<file path="src/sv/fwc_pkg.sv">
// Shared types, constants and the byte-step function for the fuse word CRC-8 engine.
// No dependencies.
`default_nettype none

package fwc_pkg;

	localparam logic [7:0] CRC_POLY = 8'h31;
	localparam logic [7:0] CRC_TOP  = 8'h80;
	localparam int         BYTE_W   = 8;

	typedef enum logic [2:0] {
		ST_IDLE = 3'b001,
		ST_RUN  = 3'b010,
		ST_DONE = 3'b100
	} state_t;

	// Fold one byte into the running CRC, MSB first, eight shift steps.
	function automatic logic [7:0] crc_byte(input logic [7:0] crc, input logic [7:0] data);
		logic [7:0] r;
		r = crc ^ data;
		for (int k = 0; k < BYTE_W; k++) begin
			if ((r & CRC_TOP) != 8'h00) begin
				r = (r << 1) ^ CRC_POLY;
			end else begin
				r = r << 1;
			end
		end
		return r;
	endfunction

endpackage

`default_nettype wire

</file>
<file path="src/sv/fuse_word_crc8_engine_unit.sv">
// Top level of the fuse word CRC-8 engine: byte sequencer around one CRC byte unit.
// Depends on fwc_pkg.
//
// Usage:
//   Input channel (in_valid / in_stall) carries one fuse word: word_value, its
//   bit_count (saturated to MAX_WORD_BITS) and last_word. Bits above the count
//   are dropped, and the word is cut into ceil(count/8) bytes that enter the
//   CRC most significant byte first.
//   Output channel (out_valid / out_stall) carries crc_value, one per word
//   marked last: CRC-8, polynomial 0x31, init 0, no reflection, no final XOR.
//   The running CRC clears after each report.
// Timing:
//   One byte is folded per cycle by the single CRC byte unit, so a word holds
//   the input stalled while its ceil(count/8) bytes are folded (up to 8 at 64
//   bits). A last word then also holds it in the DONE state, which hands its
//   CRC to the output register and raises out_valid.
//   The output register lets a new word be taken while a CRC waits; a last
//   word whose CRC is ready while the previous one is still stalled waits for it.
// Reset:
//   arst_n clears the sequencer, the running CRC and out_valid at once.
`default_nettype none

module fuse_word_crc8_engine_unit #(
	parameter int MAX_WORD_BITS = 64
) (
	input  wire logic        clk,
	input  wire logic        arst_n,
	input  wire logic        in_valid,
	output logic             in_stall,
	input  wire logic [63:0] word_value,
	input  wire logic [6:0]  bit_count,
	input  wire logic        last_word,
	output logic             out_valid,
	input  wire logic        out_stall,
	output logic [7:0]       crc_value
);

	localparam int NBYTES = (MAX_WORD_BITS + 7) / 8;
	localparam int IDX_W  = (NBYTES > 1) ? $clog2(NBYTES) : 1;
	localparam int CNT_W  = $clog2(NBYTES + 1);
	localparam logic [6:0] MAX_CNT = 7'(MAX_WORD_BITS);

	fwc_pkg::state_t state_q;
	logic [7:0]       bytes_q [NBYTES];
	logic [CNT_W-1:0] cnt_q;
	logic             last_q;
	logic [7:0]       crc_q;
	logic             out_valid_q;
	logic [7:0]       crc_value_q;

	logic [6:0]       cnt_sat;
	logic [63:0]      masked;
	logic [6:0]       nbytes_full;
	logic [CNT_W-1:0] nbytes;
	logic [IDX_W-1:0] idx;
	logic [7:0]       crc_next;
	logic             in_acc;
	logic             out_free;

	assign cnt_sat = (bit_count > MAX_CNT) ? MAX_CNT : bit_count;

	always_comb begin
		for (int i = 0; i < 64; i++) begin
			masked[i] = word_value[i] & (7'(i) < cnt_sat);
		end
	end

	assign nbytes_full = (cnt_sat + 7'd7) >> 3;
	assign nbytes      = nbytes_full[CNT_W-1:0];
	assign idx         = IDX_W'(cnt_q - CNT_W'(1));
	assign crc_next    = fwc_pkg::crc_byte(crc_q, bytes_q[idx]);

	assign in_stall  = (state_q != fwc_pkg::ST_IDLE);
	assign in_acc    = in_valid && !in_stall;
	assign out_free  = !out_valid_q || !out_stall;
	assign out_valid = out_valid_q;
	assign crc_value = crc_value_q;

	// Word bytes: payload only, loaded on accept.
	always_ff @(posedge clk) begin
		if (in_acc) begin
			for (int b = 0; b < NBYTES; b++) begin
				bytes_q[b] <= masked[b*8 +: 8];
			end
		end
	end

	always_ff @(posedge clk or negedge arst_n) begin
		if (!arst_n) begin
			state_q     <= fwc_pkg::ST_IDLE;
			cnt_q       <= '0;
			last_q      <= 1'b0;
			crc_q       <= 8'h00;
			out_valid_q <= 1'b0;
		end else begin
			if (state_q == fwc_pkg::ST_DONE && out_free) begin
				out_valid_q <= 1'b1;
			end else if (out_valid_q && !out_stall) begin
				out_valid_q <= 1'b0;
			end
			unique case (state_q)
				fwc_pkg::ST_IDLE: begin
					if (in_acc) begin
						cnt_q  <= nbytes;
						last_q <= last_word;
						if (nbytes != '0) begin
							state_q <= fwc_pkg::ST_RUN;
						end else if (last_word) begin
							state_q <= fwc_pkg::ST_DONE;
						end
					end
				end
				fwc_pkg::ST_RUN: begin
					// Fold the highest remaining byte, advance toward byte 0.
					crc_q <= crc_next;
					cnt_q <= cnt_q - CNT_W'(1);
					if (cnt_q == CNT_W'(1)) begin
						state_q <= last_q ? fwc_pkg::ST_DONE : fwc_pkg::ST_IDLE;
					end
				end
				fwc_pkg::ST_DONE: begin
					// Hold until the output register is free, then report and clear.
					if (out_free) begin
						crc_q   <= 8'h00;
						state_q <= fwc_pkg::ST_IDLE;
					end
				end
				default: begin
					state_q <= fwc_pkg::ST_IDLE;
				end
			endcase
		end
	end

	always_ff @(posedge clk) begin
		if (state_q == fwc_pkg::ST_DONE && out_free) begin
			crc_value_q <= crc_q;
		end
	end

	a_run_has_bytes: assert property (@(posedge clk) disable iff (!arst_n)
		state_q == fwc_pkg::ST_RUN |-> cnt_q != '0)
		else $error("byte sequencer running with no bytes left");

	a_rise_from_done: assert property (@(posedge clk) disable iff (!arst_n)
		$rose(out_valid) |-> $past(state_q == fwc_pkg::ST_DONE))
		else $error("result raised outside the report step");

	a_clear_after_report: assert property (@(posedge clk) disable iff (!arst_n)
		(state_q == fwc_pkg::ST_DONE && out_free) |=> (crc_q == 8'h00 && out_valid))
		else $error("running CRC not cleared or result not shown after report");

endmodule

`default_nettype wire
</file>
<file path="config.mk">
export PLATFORM = sky130hd
export DESIGN_NAME = fuse_word_crc8_engine_unit
export DESIGN_NICKNAME = d
export VERILOG_FILES = /design/src/sv/fwc_pkg.sv /design/src/sv/fuse_word_crc8_engine_unit.sv
export SDC_FILE = /design/constraint.sdc
export NUM_CORES = 1
export LEC_CHECK = 0
export BUFFER_PORTS_ARGS = -buffer_cell sky130_fd_sc_hd__buf_2
export CAP_MARGIN = 10
export CORE_ASPECT_RATIO = 0.7
export CORE_MARGIN = 2
export CORE_UTILIZATION = 55
export CTS_BUF_LIST = sky130_fd_sc_hd__clkbuf_8
export CTS_CLUSTER_DIAMETER = 150
export CTS_CLUSTER_SIZE = 24
export DETAILED_ROUTE_END_ITERATION = 12
export PLACE_DENSITY = 0.76
export SYNTH_ARGS = -nofsm -noshare
export SYNTH_HDL_FRONTEND = slang
export SYNTH_SLANG_ARGS = --single-unit
</file>
<file path="constraint.sdc">
create_clock -name clk -period 7.1 [get_ports clk]
set_input_delay 1.42 -clock clk [delete_from_list [all_inputs] [get_ports clk]]
set_output_delay 1.42 -clock clk [all_outputs]
set_load 0.01 [all_outputs]
</file>
# [After elaboration in Yosys (flattened, before gate mapping)]
# Memory sizes are Yosys's and may differ from the RTL's.
# Cells that the tools add are included.
[word_totals] in_bits=76 mem_count=1 wordCells=195 mem_bits_rw=64 regBits=25 output_inout_bits=10
[mem_list] name="bytes_q" depth=8 width=8 rd=1 rd_clocked_by_memory_dff=0 wr=8 line_no="fuse_word_crc8_engine_unit.sv:44" rtl="logic [7:0] bytes_q [NBYTES];"
[classes] bitwise_logic=73 addsub=2 reduce_logical=15 n_eq_ne=9 mux=24 n_lt_le_gt_ge=65
[op_table] op="less-than comparator 6 x 7 -> 1 bit, first input constant" count=32
[op_table] op="less-than comparator 5 x 7 -> 1 bit, first input constant" count=16
[op_table] op="AND 1 bit" count=64
[op_table] op="less-than comparator 4 x 7 -> 1 bit, first input constant" count=8
[op_table] op="two-way mux 6 bit" count=8
[op_table] op="less-than comparator 3 x 7 -> 1 bit, first input constant" count=4
[op_table] op="inverter 3 bit" count=8
[op_table] op="two-way mux 3 bit" count=6
[op_table] op="case mux 8 bit (2 select lines)" count=1
[op_table] op="less-than comparator 1 x 7 -> 1 bit, first input constant" count=2
[op_table] op="less-than comparator 2 x 7 -> 1 bit, first input constant" count=2
[op_table] op="case mux 3 bit (3 select lines)" count=1
[op_table] op="two-way mux 8 bit" count=1
[op_table] op="case mux 4 bit (2 select lines)" count=1
[op_table] op="XOR 8 bit" count=1
[op_table] op="adder 7 x 3 -> 7 bit, second input constant" count=1
[op_table] op="> comparator 7 bit, second input constant" count=1
[op_table] op="two-way mux 7 bit" count=1
[op_table] op="inequality test 2 bit, second input constant" count=3
[op_table] op="AND reduction 2 bit" count=3
[op_table] op="nonzero test 2 bit" count=3
[op_table] op="equality test 4 x 1 -> 1 bit, second input constant" count=1
[op_table] op="two-way mux 1 bit" count=4
[op_table] op="two-way mux 4 bit" count=1
[op_table] op="11 further kinds" count=15

# [Logic depth before layout (Yosys ltp)]
# Gate-level depths: netlist (run 1).
# An unclocked memory read counts as a cell.
[logic_depth] word_depth=20 mapped_depth=12 ltp_nobuf=8

# [Worst setup path before layout (run 1)]
# OpenSTA, ideal clock, no wires.
[synth_timing] path_kind="in2reg" from="in in_valid" to="reg cnt_q[1]" t_arrival_ps=5182 setup_slack_ps=1792 t_required_ps=6974 stages=4 setup_ps=126 path_cell_list="nand3b_1 > nor2_1 > nor2_1 > a221o_1"
[synth_via] elab_chain_len=3
[synth_lines] item="start, declared" line_no="fuse_word_crc8_engine_unit.sv:28" rtl="input wire logic in_valid,"
[synth_lines] item="logical AND 1 bit" line_no="fuse_word_crc8_engine_unit.sv:74" rtl="assign in_acc = in_valid && !in_stall;"
[synth_lines] item="via in_acc" line_no="fuse_word_crc8_engine_unit.sv:57" rtl="logic in_acc;"
[synth_lines] item="inequality test 2 bit (no line)"
[synth_lines] item="AND reduction 2 bit (no line)"
[synth_lines] item="end signal, assigned" line_no="fuse_word_crc8_engine_unit.sv:104" rtl="cnt_q <= nbytes;"
[synth_lines] item="end signal, assigned" line_no="fuse_word_crc8_engine_unit.sv:116" rtl="cnt_q <= cnt_q - CNT_W'(1);"
[synth_lines] item="end, declared" line_no="fuse_word_crc8_engine_unit.sv:45" rtl="logic [CNT_W-1:0] cnt_q;"
# The timed path passes the listed nets, and every way through them passes these cells.
# A chain may end at the register's enable or synchronous reset.

# [Worst setup path in the final report (run 1)]
[layout_timing] from="reg cnt_q[0]" to="reg crc_q[5]"
[layout_via] elab_chain_len=13 elab_cells_between_ends=19
[layout_lines] item="subtractor 4 x 1 -> 4 bit (*)"
[layout_lines] item="memory (8 x 8 bit) (*)"
[layout_lines] item="XOR 8 bit (*)" line_no="fwc_pkg.sv:20" rtl="r = crc ^ data;"
[layout_lines] item="two-way mux 6 bit (2 in series)" line_no="fwc_pkg.sv:22" rtl="if ((r & CRC_TOP) != 8'h00) begin"
[layout_lines] item="inverter 3 bit (no line)"
[layout_lines] item="two-way mux 6 bit" line_no="fwc_pkg.sv:22"
[layout_lines] item="inverter 3 bit (no line)"
[layout_lines] item="two-way mux 6 bit (2 in series)" line_no="fwc_pkg.sv:22"
[layout_lines] item="inverter 3 bit (no line)"
[layout_lines] item="two-way mux 6 bit (*)" line_no="fwc_pkg.sv:22"
[layout_lines] item="case mux 8 bit (2 select lines) (*)" line_no="fuse_word_crc8_engine_unit.sv:101" rtl="unique case (state_q)"
[layout_lines] item="end signal, assigned" line_no="fuse_word_crc8_engine_unit.sv:115" rtl="crc_q <= crc_next;"
[layout_lines] item="end, declared" line_no="fuse_word_crc8_engine_unit.sv:47" rtl="logic [7:0] crc_q;"
# Every way passes the cells marked *; elsewhere a longest branch is shown, timed or not.

==> results of run 1 <==
## where the power goes
part	switching, W	internal, W
sequential	0.0000946	0.000727
combinational	0.000610	0.000695
clock	0.000174	0.000189
total	0.000879	0.00161
## per-stage QoR
step           setup slack, ns  std cells  area, um2  power (W)
2_1_floorplan             1.79        380       4720    0.00190
4_1_cts                   3.03        564       5410    0.00250
5_1_grt                   2.81        564       5410    0.00263
6_report                  3.06        564       5410    0.00249
3_3_place_gp              3.31        548       5210    0.00210
3_5_place_dp              3.09        548       5210    0.00213
## layout make-up
cell class	count	area share [%]
tap	105	2.43
clock inverter	4	0.786
clock buffer	12	3.05
multi-input combinational	263	37.4
inverter	3	0.208
timing repair buffer	88	8.27
sequential	89	47.8
## final timing paths
kind | start | endpoint | depth (start not counted)
hold / removal | crc_q[2]$_DFFE_PN0P_ | crc_value[2]$_DFFE_PP_ | 0
setup / recovery | cnt_q[0]$_DFFE_PN0P_ | crc_q[5]$_DFFE_PN0P_ | 8
max in group asynchronous | arst_n | state_q[0]$_DFFE_PN1P_ | 1
hold reg to reg | crc_q[2]$_DFFE_PN0P_ | crc_value[2]$_DFFE_PP_ | 0
setup reg to reg | cnt_q[0]$_DFFE_PN0P_ | crc_q[5]$_DFFE_PN0P_ | 8
min in group asynchronous | arst_n | state_q[1]$_DFFE_PN0P_ | 1
## metal layers
metal  part of all wire [%]  vias to the layer above  global-route usage (%)
met5                      0                        -                       0
met4                    1.3                        0                    6.99
met3                    9.4                       15                    6.49
met2                     44                      192                    40.4
met1                     45                     1661                    38.4
li1                       -                     1557                       -
## registers in the layout (all words and copies together) (netlist names)
signal     count
bytes_q       64
cnt_q          4
crc_q          8
crc_value      8
last_q         1
out_valid      1
state_q        3
## critical path, delay by kind of cell (launching register included)
kind / cells / cell delay (ns)
flops: 1 / 0.99
mux: 2 / 0.76
xor+xnor: 3 / 1.01
compound gates: 1 / 0.13
fa+ha+maj: 1 / 0.84
buf+inv: 1 / 0.20
## logic make-up after synthesis
family | count (synthesis) | synth area share, %
adders and majority gates | 2 | 0.530
xor gates and xnor gates | 23 | 6.14
and+or+nand+nor | 109 | 11.9
DFF | 89 | 54.8
muxes | 24 | 9.64
AOI/OAI and AO/OA | 105 | 14.5
buffers and inverters | 28 | 2.46
## cell usage in the layout (no fill, tap or decap), types with 7 or more instances in the layout
cell type  count
a21boi_0      21
a21oi_1       26
and2_1         7
buf_2         85
clkbuf_8      12
dfrtp_1       16
edfxtp_1      72
mux2i_1        8
mux4_2        12
nand2_1       23
nor2_1        27
nor2b_1       24
o21a_1        16
o21ai_0       19
xnor2_1       12
==> impl_metrics.env, run 1 <==
export IMPL_synth_edf_count=72
export IMPL_finalSetupViolations=0
export IMPL_wirelength_um=11500
export IMPL_io_pins=86
export IMPL_synth_warnings=0
export IMPL_multi_input_area_um2=2030
export IMPL_clock_sink_count=89
export IMPL_cts_path_max_buffers=2
export IMPL_worstPathMaxFanout=19
export IMPL_yosysMostFrequentCell="edfxtp_1"
export IMPL_async_flop_share_pct=19.1
export IMPL_hold_buffers=0
export IMPL_arrival_ns=4.31
export IMPL_worst_slew_pin_slew_ns=1.23
export IMPL_synth_main_ff_cell="edfxtp_1"
export IMPL_cts_tree="built"
export IMPL_slowest_stage="dfrtp_1"
export IMPL_cap_violations=0
export IMPL_power_leakage_nw=2.13
export IMPL_first_iter_violations=386
export IMPL_crit_required_ns=7.37
export IMPL_worstPathCellList="inv_1, ha_1, mux4_2, mux2i_1, xor2_2, xor2_2, xnor3_1, o22ai_2"
export IMPL_ant_nets=0
export IMPL_path_class="flop to flop"
export IMPL_htree_levels=3
export IMPL_drt_vias_per_instance=6.07
export IMPL_die_h_um=81.5
export IMPL_timing_final_max_slew_violations=0
export IMPL_hold_slack_ns=0.501
export IMPL_routabilityCongestion=0.838
export IMPL_fmax_ghz=0.248
export IMPL_synthTopCellsByArea="edfxtp_1 (46%), dfrtp_1 (8.5%), mux4_2 (5.7%), a21boi_0 (3.3%), nor2b_1 (3.2%)"
export IMPL_io_buffers=85
export IMPL_netlist_top_cells_count="edfxtp_1 (72), nor2_1 (28), a21oi_1 (26), nor2b_1 (24), nand2_1 (23)"
export IMPL_finalHoldViolCount=0
export IMPL_diodes=0
export IMPL_hp_class="flop to flop"
export IMPL_avgSynthCellArea_um2=12.4
export IMPL_die_w_um=115
export IMPL_grt_antenna_before_repair=0
export IMPL_numCtsBuffers=9
export IMPL_syn_num_nets=458
export IMPL_dr_pass1_iters=5
export IMPL_period_minus_slack_ns=4.04
export IMPL_critPathCaptureType="flop"
export IMPL_core_um2=8410
export IMPL_slowest_delay_ns=0.99
export IMPL_start_kind="flop"
export IMPL_initial_core_util_pct=56.2
export IMPL_ys_types=47
export IMPL_netlist_instances=380
export IMPL_tns_ns=0
export IMPL_overflow=0
export IMPL_drc_errors=0
export IMPL_rrSetupSlack_ns=3.06
export IMPL_fillers=644
export IMPL_dieArea_um2=9360
export IMPL_clock_latency_ns=0.36
export IMPL_clkTransAtPathRegs_ns=0.09
export IMPL_cpMostUsedCell="xor2_2"
export IMPL_routedWlPerCell_um=20.4
export IMPL_synth_top_area_share_pct=45.8
export IMPL_ctsResizeCount=0
export IMPL_drive_gt1_share_pct=27.2
export IMPL_num_nets_final=532
export IMPL_slew_headroom_pct=17.1
export IMPL_synth_area_um2=4720
export IMPL_synth_seq_cells=89
export IMPL_post_cts_setup_buffers=0
export IMPL_rsz0062_at_grt="false"
export IMPL_fin_util_pct=64.4
export IMPL_yosysTopAreaCell="edfxtp_1"
export IMPL_regArea_um2=2590
export IMPL_status="finished, final reports clean"
export IMPL_grt_total_usage_pct=26.4
export IMPL_grt_pass1_wl_um=18000
export IMPL_clock_skew_ns=0.00876
export IMPL_powerDensity_nw_per_um2=460
export IMPL_ys_seq_area_share_pct=54.8
export IMPL_grt_pass1_vias=3328
export IMPL_dp_hpwl_um=7740
export IMPL_cts_root_buf="clkbuf_8"
export IMPL_num_rows=28
export IMPL_grt_start_max_net_pins=71
export IMPL_ir_worst_vdd_uv=394
export IMPL_fin_crit_sh_pct=56.9
export IMPL_via_count=3425
export IMPL_area_delta_synth_final_pct=14.6
Note: power is estimated with default switching activity, not from simulation.
==> run 2, diff against run 1 <==
==> constraint.sdc (replaced) <==
create_clock -name clk -period 3.8 [get_ports clk]
set_input_delay 0.76 -clock clk [delete_from_list [all_inputs] [get_ports clk]]
set_output_delay 0.76 -clock clk [all_outputs]
set_load 0.01 [all_outputs]
==> run 2 against run 1 <==
Against the previous run:
- via count grew 0.67%
- clock-buffer cell count shrank 2
- register-to-register slack lost 2.3 ns
- hold slack lost 0.19 ns
- clock skew grew 0.00090 ns
- global-route usage shrank 0.38 points
- largest cell class unchanged
- sequential power grew 81%
- routed wire length shrank 0.32%
==> impl_metrics.env, run 2 (synthesis results as in run 1) <==
export IMPL_hold_buffers=0
export IMPL_grt_pass1_wl_um=17900
export IMPL_dp_hpwl_um=7970
export IMPL_combPwrFrac_pct=52.4
export IMPL_powerDensity_nw_per_um2=875
export IMPL_path_class="flop to flop"
export IMPL_wirelength_um=11500
export IMPL_cts_tree="built"
export IMPL_crit_required_ns=4.09
export IMPL_hp_class="input port to async pin"
export IMPL_clock_sink_count=89
export IMPL_fmax_ghz=0.325
export IMPL_clock_skew_ns=0.00967
export IMPL_internal_power_w=0.00312
export IMPL_final_cell_mix="buf_2 (85), edfxtp_1 (72), nor2_1 (27)"
export IMPL_final_common_cell="buf_2"
export IMPL_drc_errors=0
export IMPL_first_iter_violations=396
export IMPL_ir_worst_vdd_uv=616
export IMPL_cts_root_buf="clkbuf_8"
export IMPL_via_count=3448
export IMPL_die_w_um=115
export IMPL_grt_antenna_before_repair=0
export IMPL_timing_final_max_slew_violations=0
export IMPL_critPathCaptureType="flop"
export IMPL_finalSetupViolations=0
export IMPL_routabilityCongestion=0.839
export IMPL_htree_levels=3
export IMPL_drive_gt1_share_pct=28.1
export IMPL_ctsResizeCount=0
export IMPL_overflow=0
export IMPL_dr_pass1_iters=5
export IMPL_regArea_um2=2590
export IMPL_p_sw_share_pct=35.0
export IMPL_tns_ns=0
export IMPL_clkPwrFrac_pct=16.6
export IMPL_io_buffers=85
export IMPL_clkTransAtPathRegs_ns=0.09
export IMPL_worstPathMaxFanout=12
export IMPL_fin_crit_sh_pct=81.0
export IMPL_cts_path_max_buffers=2
export IMPL_worst_slew_pin_slew_ns=0.944
export IMPL_num_nets_final=536
export IMPL_largest_reg_flops=64
export IMPL_period_minus_slack_ns=3.08
export IMPL_p_seq_share_pct=31.1
export IMPL_num_rows=28
export IMPL_placedCellCount=552
export IMPL_grt_start_max_net_pins=52
export IMPL_dieArea_um2=9360
export IMPL_slew_headroom_pct=37.0
export IMPL_grt_total_usage_pct=26.1
export IMPL_fillers=646
export IMPL_area_delta_synth_final_pct=16.0
export IMPL_clock_latency_ns=0.38
export IMPL_multi_input_area_um2=2030
export IMPL_drt_vias_per_instance=6.07
export IMPL_arrival_ns=3.37
export IMPL_regMostFlops="bytes_q"
export IMPL_core_um2=8410
export IMPL_die_h_um=81.5
export IMPL_start_kind="flop"
export IMPL_numCtsBuffers=9
export IMPL_grt_pass1_vias=3310
export IMPL_rsz0062_at_grt="false"
export IMPL_io_pins=86
export IMPL_ant_nets=0
export IMPL_cap_violations=0
export IMPL_switching_power_w=0.00168
export IMPL_initial_core_util_pct=56.2
export IMPL_power_leakage_nw=2.16
export IMPL_finalHoldViolCount=0
export IMPL_routedWlPerCell_um=20.2
export IMPL_status="finished, final reports clean"
export IMPL_diodes=0
export IMPL_post_cts_setup_buffers=0
export IMPL_layout_cells_non_filler=568
-- run 2: cell count changes in the layout (fill, tap and decap cells not counted) --
cell and change:
clkbuf_8 -2, bufinv_16 +2, buf_4 +4, clkinvlp_4 +1, inv_1 -1
-- run 2: layer usage --
| metal | track usage, % | part of all wire, % | vias to the layer above | routed length, um |
|---|---|---|---|---|
| li1 | - | - | 1563 | - |
| met1 | 35.9 | 43 | 1659 | 4910 |
| met2 | 40.3 | 45 | 209 | 5190 |
| met3 | 8.19 | 11 | 17 | 1220 |
| met4 | 7.83 | 1.2 | 0 | 138 |
| met5 | 0 | 0 | - | 0 |
-- run 2: final timing paths --
| path | slack, ns | depth (start not counted) | start | end |
|---|---|---|---|---|
| min in group clk | 0.50 | 1 | cnt_q[3]$_DFFE_PN0P_ | cnt_q[3]$_DFFE_PN0P_ |
| hold / removal | 0.31 | 1 | arst_n | crc_q[1]$_DFFE_PN0P_ |
| setup / recovery | 0.72 | 9 | cnt_q[1]$_DFFE_PN0P_ | crc_q[5]$_DFFE_PN0P_ |
| max in group asynchronous | 3.15 | 1 | arst_n | state_q[0]$_DFFE_PN1P_ |
| setup reg to reg | 0.72 | 9 | cnt_q[1]$_DFFE_PN0P_ | crc_q[5]$_DFFE_PN0P_ |
| hold reg to reg | 0.50 | 1 | cnt_q[3]$_DFFE_PN0P_ | cnt_q[3]$_DFFE_PN0P_ |
-- run 2: layout make-up --
| class | count | area share [%] |
|---|---|---|
| clock buffers | 10 | 2.51 |
| clock inverters | 6 | 1.94 |
| inverters | 3 | 0.205 |
| multi-input cells | 263 | 37.0 |
| flip-flops and latches | 89 | 47.2 |
| well taps | 105 | 2.40 |
| repair buffers | 92 | 8.72 |
-- run 2: per-stage QoR --
stage | power, W | setup WS [ns] | hold WS (ns) | cell area (um2) | util [%]
3_3_place_gp | 0.00393 | 0.885 | 0.479 | 5240 | 62.3
4_1_cts | 0.00480 | 0.728 | 0.308 | 5480 | 65.2
3_5_place_dp | 0.00400 | 0.758 | 0.490 | 5240 | 62.3
5_1_grt | 0.00506 | 0.517 | 0.336 | 5480 | 65.2
6_report | 0.00480 | 0.723 | 0.308 | 5480 | 65.2
2_1_floorplan | 0.00354 | 0.357 | 0.449 | 4730 | -
-- run 2: power by group through the flow --
stage	Clock (W)	Combinational, W	Sequential (W)
floorplan	0	0.00208	0.00146
global placement	0	0.00243	0.00151
detailed placement	0	0.00250	0.00151
CTS	0.000797	0.00252	0.00149
global route	0.000837	0.00271	0.00151
finish	0.000795	0.00251	0.00149
-- run 2: worst max-delay path: stages (launching register included) --
cell and delay [ns]:
dfrtp_1 0.37, inv_1 0.08, ha_1 0.43, buf_4 0.27, mux4_2 0.31, mux2i_1 0.27, xor2_1 0.39, xor2_2 0.28
xnor3_1 0.45, o22ai_2 0.13
